File: config.mk
export PLATFORM = sky130hd
export DESIGN_NAME = dense_matrix_multiply_top
export DESIGN_NICKNAME = d
export VERILOG_FILES = /design/src/rtl/dmm_pkg.sv /design/src/rtl/dmm_ram.sv /design/src/rtl/dmm_cell.sv /design/src/rtl/dense_matrix_multiply_top.sv
export SDC_FILE = /design/constraint.sdc
export NUM_CORES = 2
export LEC_CHECK = 0
export ABC_AREA = 0
export BUFFER_PORTS_ARGS = -buffer_cell sky130_fd_sc_hd__buf_2
export CAP_MARGIN = 15
export CORE_UTILIZATION = 40
export CTS_BUF_LIST = sky130_fd_sc_hd__clkbuf_4 sky130_fd_sc_hd__clkbuf_8
export CTS_CLUSTER_SIZE = 40
export DETAILED_ROUTE_END_ITERATION = 16
export PLACE_DENSITY = 0.55
export SLEW_MARGIN = 0
export SYNTH_ARGS = -nofsm -noshare
export SYNTH_HDL_FRONTEND = slang
export SYNTH_HIERARCHICAL = 1
export SYNTH_SLANG_ARGS = --single-unit
File: constraint.sdc
create_clock -name clock -period 6.3 [get_ports clock]
set_input_delay 1.26 -clock clock [delete_from_list [all_inputs] [get_ports clock]]
set_output_delay 1.26 -clock clock [all_outputs]
set_load 0.02 [all_outputs]
File: src/rtl/dmm_pkg.sv
`timescale 1ns / 1ps
// Shared types and codes for the dense matrix multiplier.
// No dependencies; used by every module of the block but dmm_ram.
package dmm_pkg;

   localparam int CFG_W = 4;
   localparam int IDX_W = 3;
   localparam int ELEM_W = 16;
   localparam int SUM_W = 38;

   typedef enum logic [1:0] {
      FUNC_LOAD_A = 2'd0,
      FUNC_LOAD_B = 2'd1,
      FUNC_START  = 2'd2,
      FUNC_NONE   = 2'd3
   } func_type;

   typedef enum logic [1:0] {
      CSR_ROWS_A    = 2'd0,
      CSR_INNER_DIM = 2'd1,
      CSR_COLS_B    = 2'd2,
      CSR_UNUSED    = 2'd3
   } csr_index_type;

   typedef struct packed {
      logic [1:0]               func;
      logic [IDX_W-1:0]         row_index;
      logic [IDX_W-1:0]         col_index;
      logic signed [ELEM_W-1:0] element_value;
   } req_type;

   typedef struct packed {
      logic signed [SUM_W-1:0] product_value;
      logic [IDX_W-1:0]        out_row;
      logic [IDX_W-1:0]        out_col;
      logic                    last_of_run;
   } rsp_type;

   // Tag that follows one product term through the read and multiply stages.
   typedef struct packed {
      logic             first_k;
      logic             last_k;
      logic [IDX_W-1:0] row;
      logic [IDX_W-1:0] col;
      logic             last_run;
   } tag_type;

   // Partial sum of one C element as it walks down the cell chain.
   typedef struct packed {
      logic                    valid;
      logic                    done;
      logic [IDX_W-1:0]        row;
      logic [IDX_W-1:0]        col;
      logic                    last_run;
      logic signed [SUM_W-1:0] sum;
   } tok_type;

   // Zero acts as one, anything above the maximum acts as the maximum.
   function automatic logic [CFG_W-1:0] clamp_dim(input logic [CFG_W-1:0] v,
                                                  input logic [CFG_W-1:0] max_dim);
      logic [CFG_W-1:0] r;
      r = v;
      if (v == '0) r = CFG_W'(1);
      else if (v > max_dim) r = max_dim;
      return r;
   endfunction

endpackage

File: src/rtl/dmm_ram.sv
`timescale 1ns / 1ps
// Generic single-port RAM with registered read.
// No dependencies.
module dmm_ram #(
   parameter int WIDTH = 16,
   parameter int DEPTH = 64
) (
   input  logic                     clock,
   input  logic                     we,
   input  logic [$clog2(DEPTH)-1:0] addr,
   input  logic [WIDTH-1:0]         wdata,
   output logic [WIDTH-1:0]         rdata
);

   logic [WIDTH-1:0] mem_ff [DEPTH];
   logic [WIDTH-1:0] rdata_ff;

   always_ff @(posedge clock) begin
      if (we) begin
         mem_ff[addr] <= wdata;
      end
      rdata_ff <= mem_ff[addr];
   end

   assign rdata = rdata_ff;

endmodule

File: src/rtl/dmm_cell.sv
`timescale 1ns / 1ps
// One accumulate cell of the chain: adds the current product term to the
// partial sum handed over by its neighbor. Depends on dmm_pkg.
module dmm_cell (
   input  logic                             clock,
   input  logic                             reset,
   input  dmm_pkg::tok_type                 tok_i,
   input  logic signed [dmm_pkg::SUM_W-1:0] prod,
   input  logic                             prod_last_k,
   output dmm_pkg::tok_type                 tok_o
);

   dmm_pkg::tok_type tok_ff;
   dmm_pkg::tok_type tok_in;

   always_comb begin
      tok_in = tok_i;
      // a finished sum passes through untouched
      if (!tok_i.done) begin
         tok_in.sum  = tok_i.sum + prod;
         tok_in.done = prod_last_k;
      end
   end

   always_ff @(posedge clock) begin
      if (reset) begin
         tok_ff.valid <= 1'b0;
      end else begin
         tok_ff.valid <= tok_in.valid;
      end
      tok_ff.done     <= tok_in.done;
      tok_ff.row      <= tok_in.row;
      tok_ff.col      <= tok_in.col;
      tok_ff.last_run <= tok_in.last_run;
      tok_ff.sum      <= tok_in.sum;
   end

   assign tok_o = tok_ff;

endmodule

File: src/rtl/dense_matrix_multiply_top.sv
`timescale 1ns / 1ps
// Top level of the dense matrix multiplier: element stores, term sequencer,
// multiply stage and accumulate chain. Depends on dmm_pkg, dmm_ram, dmm_cell.
//
// A load beat (func 0 or 1) writes one Q8.8 element of A or B; busy stays
// low. A start beat raises busy for term issue and the drain of the chain:
// one product term is read from the two single-port stores and multiplied
// per cycle, and the partial sums walk a chain of MAX_DIM accumulate cells.
// C elements leave row-major, each with rsp_valid high for one cycle; the
// receiver cannot stall, so sample rsp_payload whenever rsp_valid is high.
module dense_matrix_multiply_top #(
   parameter int MAX_DIM = 8
) (
   input  logic                      clock,
   input  logic                      reset,
   input  logic                      start,
   output logic                      busy,
   input  dmm_pkg::req_type          req_payload,
   output logic                      rsp_valid,
   output dmm_pkg::rsp_type          rsp_payload,
   input  logic                      csr_we,
   input  logic [1:0]                csr_index,
   input  logic [dmm_pkg::CFG_W-1:0] csr_wdata
);

   localparam int DEPTH = MAX_DIM * MAX_DIM;
   localparam int AW = $clog2(DEPTH);
   localparam int CW = (MAX_DIM > 2) ? $clog2(MAX_DIM) : 1;
   localparam logic [dmm_pkg::CFG_W-1:0] MAX_CFG = dmm_pkg::CFG_W'(MAX_DIM);

   logic [dmm_pkg::CFG_W-1:0] rows_ff, inner_ff, cols_ff;
   logic [dmm_pkg::CFG_W-1:0] m_ff, n_ff, p_ff;
   logic [CW-1:0] i_ff, j_ff, k_ff;
   logic running_ff;
   logic accept, load_ok, we_a, we_b;
   logic last_k, last_j, last_i;
   logic [AW-1:0] load_addr, addr_a, addr_b;
   logic [dmm_pkg::ELEM_W-1:0] rd_a, rd_b;
   logic v1_ff, v2_ff;
   dmm_pkg::tag_type tag_issue, tag1_ff, tag2_ff;
   logic signed [dmm_pkg::SUM_W-1:0] prod_ff;
   dmm_pkg::tok_type chain_in;
   dmm_pkg::tok_type tok [MAX_DIM];
   logic chain_busy;

   assign accept = start && !busy;
   assign load_ok = (32'(req_payload.row_index) < MAX_DIM)
                 && (32'(req_payload.col_index) < MAX_DIM);
   assign we_a = accept && load_ok && (req_payload.func == dmm_pkg::FUNC_LOAD_A);
   assign we_b = accept && load_ok && (req_payload.func == dmm_pkg::FUNC_LOAD_B);
   assign load_addr = AW'(req_payload.row_index * MAX_DIM + req_payload.col_index);

   assign last_k = (dmm_pkg::CFG_W'(k_ff) + dmm_pkg::CFG_W'(1)) == n_ff;
   assign last_j = (dmm_pkg::CFG_W'(j_ff) + dmm_pkg::CFG_W'(1)) == p_ff;
   assign last_i = (dmm_pkg::CFG_W'(i_ff) + dmm_pkg::CFG_W'(1)) == m_ff;

   always_comb begin
      if (running_ff) begin
         addr_a = AW'(i_ff * MAX_DIM + k_ff);
         addr_b = AW'(k_ff * MAX_DIM + j_ff);
      end else begin
         addr_a = load_addr;
         addr_b = load_addr;
      end
   end

   always_comb begin
      tag_issue.first_k  = (k_ff == '0);
      tag_issue.last_k   = last_k;
      tag_issue.row      = dmm_pkg::IDX_W'(i_ff);
      tag_issue.col      = dmm_pkg::IDX_W'(j_ff);
      tag_issue.last_run = last_i && last_j;
   end

   dmm_ram #(.WIDTH(dmm_pkg::ELEM_W), .DEPTH(DEPTH)) u_store_a (
      .clock(clock), .we(we_a), .addr(addr_a),
      .wdata(req_payload.element_value), .rdata(rd_a)
   );

   dmm_ram #(.WIDTH(dmm_pkg::ELEM_W), .DEPTH(DEPTH)) u_store_b (
      .clock(clock), .we(we_b), .addr(addr_b),
      .wdata(req_payload.element_value), .rdata(rd_b)
   );

   // Registers and term sequencer
   always_ff @(posedge clock) begin
      if (reset) begin
         rows_ff    <= MAX_CFG;
         inner_ff   <= MAX_CFG;
         cols_ff    <= MAX_CFG;
         running_ff <= 1'b0;
         v1_ff      <= 1'b0;
         v2_ff      <= 1'b0;
         i_ff       <= '0;
         j_ff       <= '0;
         k_ff       <= '0;
      end else begin
         if (csr_we) begin
            unique case (csr_index)
               dmm_pkg::CSR_ROWS_A:    rows_ff  <= csr_wdata;
               dmm_pkg::CSR_INNER_DIM: inner_ff <= csr_wdata;
               dmm_pkg::CSR_COLS_B:    cols_ff  <= csr_wdata;
               default: ;
            endcase
         end
         v1_ff <= running_ff;
         v2_ff <= v1_ff;
         if (accept && req_payload.func == dmm_pkg::FUNC_START) begin
            running_ff <= 1'b1;
            i_ff <= '0;
            j_ff <= '0;
            k_ff <= '0;
         end else if (running_ff) begin
            if (!last_k) begin
               k_ff <= k_ff + CW'(1);
            end else begin
               k_ff <= '0;
               if (!last_j) begin
                  j_ff <= j_ff + CW'(1);
               end else begin
                  j_ff <= '0;
                  if (last_i) running_ff <= 1'b0;
                  else i_ff <= i_ff + CW'(1);
               end
            end
         end
      end
   end

   always_ff @(posedge clock) begin
      if (accept && req_payload.func == dmm_pkg::FUNC_START) begin
         m_ff <= dmm_pkg::clamp_dim(rows_ff, MAX_CFG);
         n_ff <= dmm_pkg::clamp_dim(inner_ff, MAX_CFG);
         p_ff <= dmm_pkg::clamp_dim(cols_ff, MAX_CFG);
      end
      tag1_ff <= tag_issue;
      tag2_ff <= tag1_ff;
      prod_ff <= dmm_pkg::SUM_W'($signed(rd_a) * $signed(rd_b));
   end

   // A new sum enters the chain with its first term
   always_comb begin
      chain_in.valid    = v2_ff && tag2_ff.first_k;
      chain_in.done     = 1'b0;
      chain_in.row      = tag2_ff.row;
      chain_in.col      = tag2_ff.col;
      chain_in.last_run = tag2_ff.last_run;
      chain_in.sum      = '0;
   end

   for (genvar c = 0; c < MAX_DIM; c++) begin : g_cell
      dmm_cell u_cell (
         .clock(clock), .reset(reset),
         .tok_i((c == 0) ? chain_in : tok[(c == 0) ? 0 : c - 1]),
         .prod(prod_ff), .prod_last_k(tag2_ff.last_k),
         .tok_o(tok[c])
      );
   end

   always_comb begin
      chain_busy = 1'b0;
      for (int c = 0; c < MAX_DIM; c++) begin
         chain_busy = chain_busy | tok[c].valid;
      end
   end

   assign busy = running_ff || v1_ff || v2_ff || chain_busy;

   assign rsp_valid = tok[MAX_DIM-1].valid;
   always_comb begin
      rsp_payload.product_value = tok[MAX_DIM-1].sum;
      rsp_payload.out_row       = tok[MAX_DIM-1].row;
      rsp_payload.out_col       = tok[MAX_DIM-1].col;
      rsp_payload.last_of_run   = tok[MAX_DIM-1].last_run;
   end

endmodule

**Yosys cells after proc, flatten, opt, wreduce, memory -nomap -nowiden**

Memories as Yosys holds them, arrays and structs flattened. A register that Yosys moved wholly into a read port is not among the register bits.
Cells that the tools add are included.

- Memory bits (writable): 2,048
- Register bits: 455
- Output and inout bits: 47
- Bits in latches: 0
- Bits in read-only memories: 0
- Input port bits: 34
- Memories: 2

Memories:

| name | depth | bits a word | rd ports | clocked after memory_dff | wr ports | RTL line | text |
|---|---|---|---|---|---|---|---|
| u_store_a.mem_ff | 64 | 16 | 1 | 1 | 1 | dmm_ram.sv:15 | `logic [WIDTH-1:0] mem_ff [DEPTH];` |
| u_store_b.mem_ff | 64 | 16 | 1 | 1 | 1 | dmm_ram.sv:15 |  |

- Bitwise gates (word level): 8
- $lt $le $gt $ge: 3
- Div/mod/pow operators: 0
- Multiplexer cells: 23
- Multipliers: 1
- Shift operators: 0
- Reductions and logical operators: 25
- Add/subtract/negate cells: 16
- Equal/unequal tests: 7

Operator list:

| operator | count |
|---|---|
| $mux 38 | 7 |
| $add 38x32->38 | 6 |
| $add 32x32->33 | 1 |
| $mul 16x16->32 | 1 |
| $add 6x3->6 | 3 |
| $add 3x1->4 const B | 3 |
| $eq 4x4->1 | 3 |
| $gt 4x4->1 const B | 3 |
| $logic_not 4->1 | 3 |
| $mux 4 | 3 |
| $mux 6 | 2 |
| $add 3x1->3 const B | 3 |
| $mux 1 | 9 |
| $reduce_and 2->1 | 4 |
| $reduce_or 2->1 | 4 |
| $or 1x1->1 | 7 |
| $logic_and 1x1->1 | 6 |
| $mux 3 | 2 |
| $eq 2x1->1 const B | 2 |
| $eq 2x2->1 const B | 2 |
| $logic_not 2->1 | 2 |
| $reduce_and 4->1 | 1 |
| $logic_not 3->1 | 1 |
| $logic_or 1x1->1 | 3 |
| other kinds (2) | 2 |

**Longest topological paths before layout**

- Depth in word-level cells: 13
- Depth in mapped cells: 24
- Depth with buffers taken out: 23

**Cells and area by module**

The synthesis kept the hierarchy.

Modules (own cells, without submodules):

| module | instances | cells each | sequential area each (µm²) | area each (µm²) |
|---|---|---|---|---|
| dmm_ram | 2 | 2,264 | 31,069.8 | 39,480.4 |
| dmm_cell (g_cell[0].u_cell ...) | 6 | 399 | 940.9 | 3,279.4 |
| dense_matrix_multiply_top | 1 | 1,375 | 1,841.8 | 12,779.8 |
| dmm_cell (g_cell[6].u_cell ...) | 2 | 443 | 940.9 | 3,637.2 |

**Worst setup path before layout**

Ideal clock, no wire load.

- Path kind: flip-flop to flip-flop
- Start: reg u_store_a.rdata_ff[15] (netlist: u_store_a/rdata[15]) (read register of u_store_a.mem_ff)
- End: reg prod_ff[31] (netlist name)
- Library setup time: 0.136 ns
- Cell stages (with the launch flop): 21
- Slack: 0.045 ns
- Data arrival time: 6.118 ns
- Required time: 6.164 ns
- Cells stage by stage: dfxtp_1 clkbuf_1 nand2_1 fa_1 inv_1 fa_1 fa_1 fa_1 fa_1 inv_1 fa_1 inv_1 ha_1 clkbuf_1 a211o_1 a31oi_1 o22ai_1 o2111ai_2 a31oi_2 nor4_1 a311oi_1

- Word-level cells in the longest chain between the ends: 1

Ends and longest elaborated chain:

| what | RTL line | text |
|---|---|---|
| from (decl) | dmm_ram.sv:16 | `logic [WIDTH-1:0] rdata_ff;` |
| $mul 16x16->32 | dense_matrix_multiply_top.sv:138 | `prod_ff <= dmm_pkg::SUM_W'($signed(rd_a) * $signed(rd_b));` |

Every way passes these cells.
A chain may end at the register's enable or synchronous reset.

**Final worst setup path**

- Start: reg u_store_a.rdata_ff[6] (netlist: u_store_a/rdata[6]) (read register of u_store_a.mem_ff)
- End: reg prod_ff[31] (netlist name)

- Word-level cells in the longest chain between the ends: 1

Ends and longest elaborated chain:

| what | RTL line |
|---|---|
| $mul 16x16->32 | dense_matrix_multiply_top.sv:138 |

Every way passes these cells.

==> impl_metrics.env <==
export IMPL_path_max_fanout=15
export IMPL_status="finished clean"
export IMPL_overflow=0
export IMPL_start_util_pct=40.3
export IMPL_setup_tns_ns=0
export IMPL_r2r_worst_path_cells=21
export IMPL_timing_final_ws_setup_ns=0.260
export IMPL_dp_cells=13200
export IMPL_place_worst_setup_slack_ns=-0.0227
export IMPL_wl_per_cell_microns=24.6
export IMPL_dieArea_sq_um=299000
export IMPL_fmax_ghz=0.166
export IMPL_hpwl_microns=227000
export IMPL_multi_input_area_sq_um=43900
export IMPL_crit_required_ns=7.20
export IMPL_crit_path_end_kind="flop"
export IMPL_maxSlewHeadroom_pct=17.3
export IMPL_cts_buffers=425
export IMPL_period_share_pct=95.9
export IMPL_ant_nets=0
export IMPL_cts_max_path_buffers=4
export IMPL_via_per_inst=5.65
export IMPL_min_period_ns=6.04
export IMPL_dieHeight_microns=547
export IMPL_ios=81
export IMPL_gp_congestion=0.917
export IMPL_r2r_end="prod_ff[31]$_DFF_P_"
export IMPL_hold_class="flop to flop"
export IMPL_hold_depth=0
export IMPL_grt_pass1_wl_microns=506000
export IMPL_maxSlewViolCount=0
export IMPL_grt_total_usage_pct=22.4
export IMPL_firstDrtPassIters=9
export IMPL_crit_chain="buf_4, and2_1, fa_1, inv_1, fa_1, fa_1, inv_1, fa_1, fa_1, inv_1, fa_1, inv_1, ha_1, nand2_1, nor2_1, nand4_1, a211oi_4, o2111ai_4, a31oi_4, nor4_2, a311oi_1"
export IMPL_wirelength_microns=343000
export IMPL_root_buffer="clkbuf_8"
export IMPL_syn_to_final_growth_pct=13.0
export IMPL_fp_coreArea_sq_um=295000
export IMPL_antenna_found_initial=10
export IMPL_drt_iter0_markers=8041
export IMPL_ctsHtreeMaxLevel=5
export IMPL_min_to="chain_in[39]$_DFF_P_"
export IMPL_die_x_microns=547
export IMPL_arrival_ns=6.94
export IMPL_drv_cap=0
export IMPL_finalSetupViolations=0
export IMPL_clkTransAtPathRegs_ns=0.07
export IMPL_r2r_start="u_store_a/rdata[6]$_DFF_P_"
export IMPL_drc_errors=0
export IMPL_slowest_delay_ns=0.55
export IMPL_n_fill_cell=26500
export IMPL_clock_latency_ns=1.11
export IMPL_syn_cell_area_sq_um=119000
export IMPL_numPortBuffers=80
export IMPL_fin_nets=10400
export IMPL_avgSynthCellArea_sq_um=12.9
export IMPL_cts_sinks=2541
export IMPL_clock_skew_ns=0.131
export IMPL_reg2reg_slack_ns=0.26
export IMPL_cp_start_kind="flop"
export IMPL_regArea_sq_um=71500
export IMPL_critical_path_class="flop to flop"
export IMPL_crit_slowest_cell="fa_1"
export IMPL_grt_max_degree=129
export IMPL_max_slew_worst_pin_slew_ns=1.24
export IMPL_route_vias_total=78800
export IMPL_cts_hold_buf=0
export IMPL_grt_pass1_vias=79500
export IMPL_tritoncts="built"
export IMPL_min_from="tag1_ff[1]$_DFF_P_"
export IMPL_final_cells=14000
export IMPL_final_hold_viol_count=0
export IMPL_drive_gt1_share_pct=14.1
export IMPL_crit_top_cell="fa_1"
export IMPL_critPathLaunch="u_store_a/rdata[6]$_DFF_P_"
export IMPL_rows=199
export IMPL_ys_warn_count=6
export IMPL_synth_cells=9181
-- flip-flops by register name (all words and copies together) (netlist names), 2 cells and up --
name,cells
inner_ff,4
g_cell.u_cell/tok_o,375
tag2_ff,2
m_ff,4
u_store_a/mem_ff,1024
u_store_b/mem_ff,1024
u_store_b/rdata,16
tag1_ff,9
p_ff,4
n_ff,4
u_store_a/rdata,16
rows_ff,4
chain_in,7
j_ff,3
prod_ff,32
cols_ff,4
k_ff,3
i_ff,3
-- through the flow --
step | utilization (%) | hold WS [ns] | cell area, sq um
3_5_place_dp | 42.5 | 0.312 | 125000
2_1_floorplan | - | 0.310 | 119000
4_1_cts | 45.5 | 0.277 | 134000
3_3_place_gp | 42.5 | 0.311 | 125000
5_1_grt | 45.5 | 0.330 | 134000
6_report | 45.5 | 0.321 | 134000
-- worst max-delay path, delay by kind of cell, from the launching register on --
family,cells,cell delay [ns]
flops,1,0.31
buf+inv,5,0.41
simple gates,5,0.74
compound gates,4,1.01
fa+ha+maj,7,3.37
-- layer usage --
layer / track usage (%) / part of all wire (%) / wire length, microns / vias to the layer above
met5: 0 / 0.0073 / 25 / -
met4: 7.34 / 3.2 / 11100 / 4
met3: 3.67 / 7.2 / 24700 / 595
met2: 37.5 / 48 / 163000 / 2992
met1: 29.6 / 42 / 144000 / 39400
li1: - / - / - / 35800
-- layout make-up --
cell class	count	share of cell area (%)
Sequential cell	2541	53.3
Multi-Input combinational cell	5815	32.7
Clock buffer	583	5.37
Tap cell	3919	3.66
Timing Repair Buffer	459	2.60
Inverter	432	1.21
Clock inverter	197	1.07
Antenna cell	12	0.0224
-- cell usage in the layout, fill, tap and decap left out, types with 36 or more instances in the layout --
master,n
o22a_1,54
nor2_1,514
xor2_1,123
o211ai_1,45
a31oi_1,86
clkinv_1,108
buf_4,375
ha_1,382
o22ai_1,118
o21ai_0,378
a21o_1,163
a211oi_1,79
inv_1,429
o21bai_1,50
nand4_1,60
mux2i_1,335
nor3_1,57
a22o_1,42
nand2_1,672
mux2_2,73
clkinv_2,46
o21ai_1,102
dfxtp_1,457
xnor2_1,177
conb_1,77
clkbuf_8,452
fa_1,268
a21oi_1,476
edfxtp_1,2060
a22oi_1,392
a221oi_1,220
nand3_1,80
and2_1,131
and3_1,38
nor2b_1,64
o31ai_1,36
buf_2,65
clkbuf_4,131
-- repair_timing --
action                                  CTS  global route
setup buffers                             0             2
endpoints found under the setup margin    1             6
pin swaps                                 0             4
gates resized for setup                   3            29
-- worst max path at each step --
stage	end	slack, ns
after floorplan	prod_ff[31]$_DFF_P_	0.05
after global placement	prod_ff[31]$_DFF_P_	0.05
after detailed placement	prod_ff[31]$_DFF_P_	-0.02
after CTS	prod_ff[31]$_DFF_P_	0.006
after global routing	prod_ff[31]$_DFF_P_	-0.06
final	prod_ff[31]$_DFF_P_	0.26
Power is left out: the tool's default activity adds up to more than one toggle a clock period on the data nets, which glitch-free logic cannot reach.
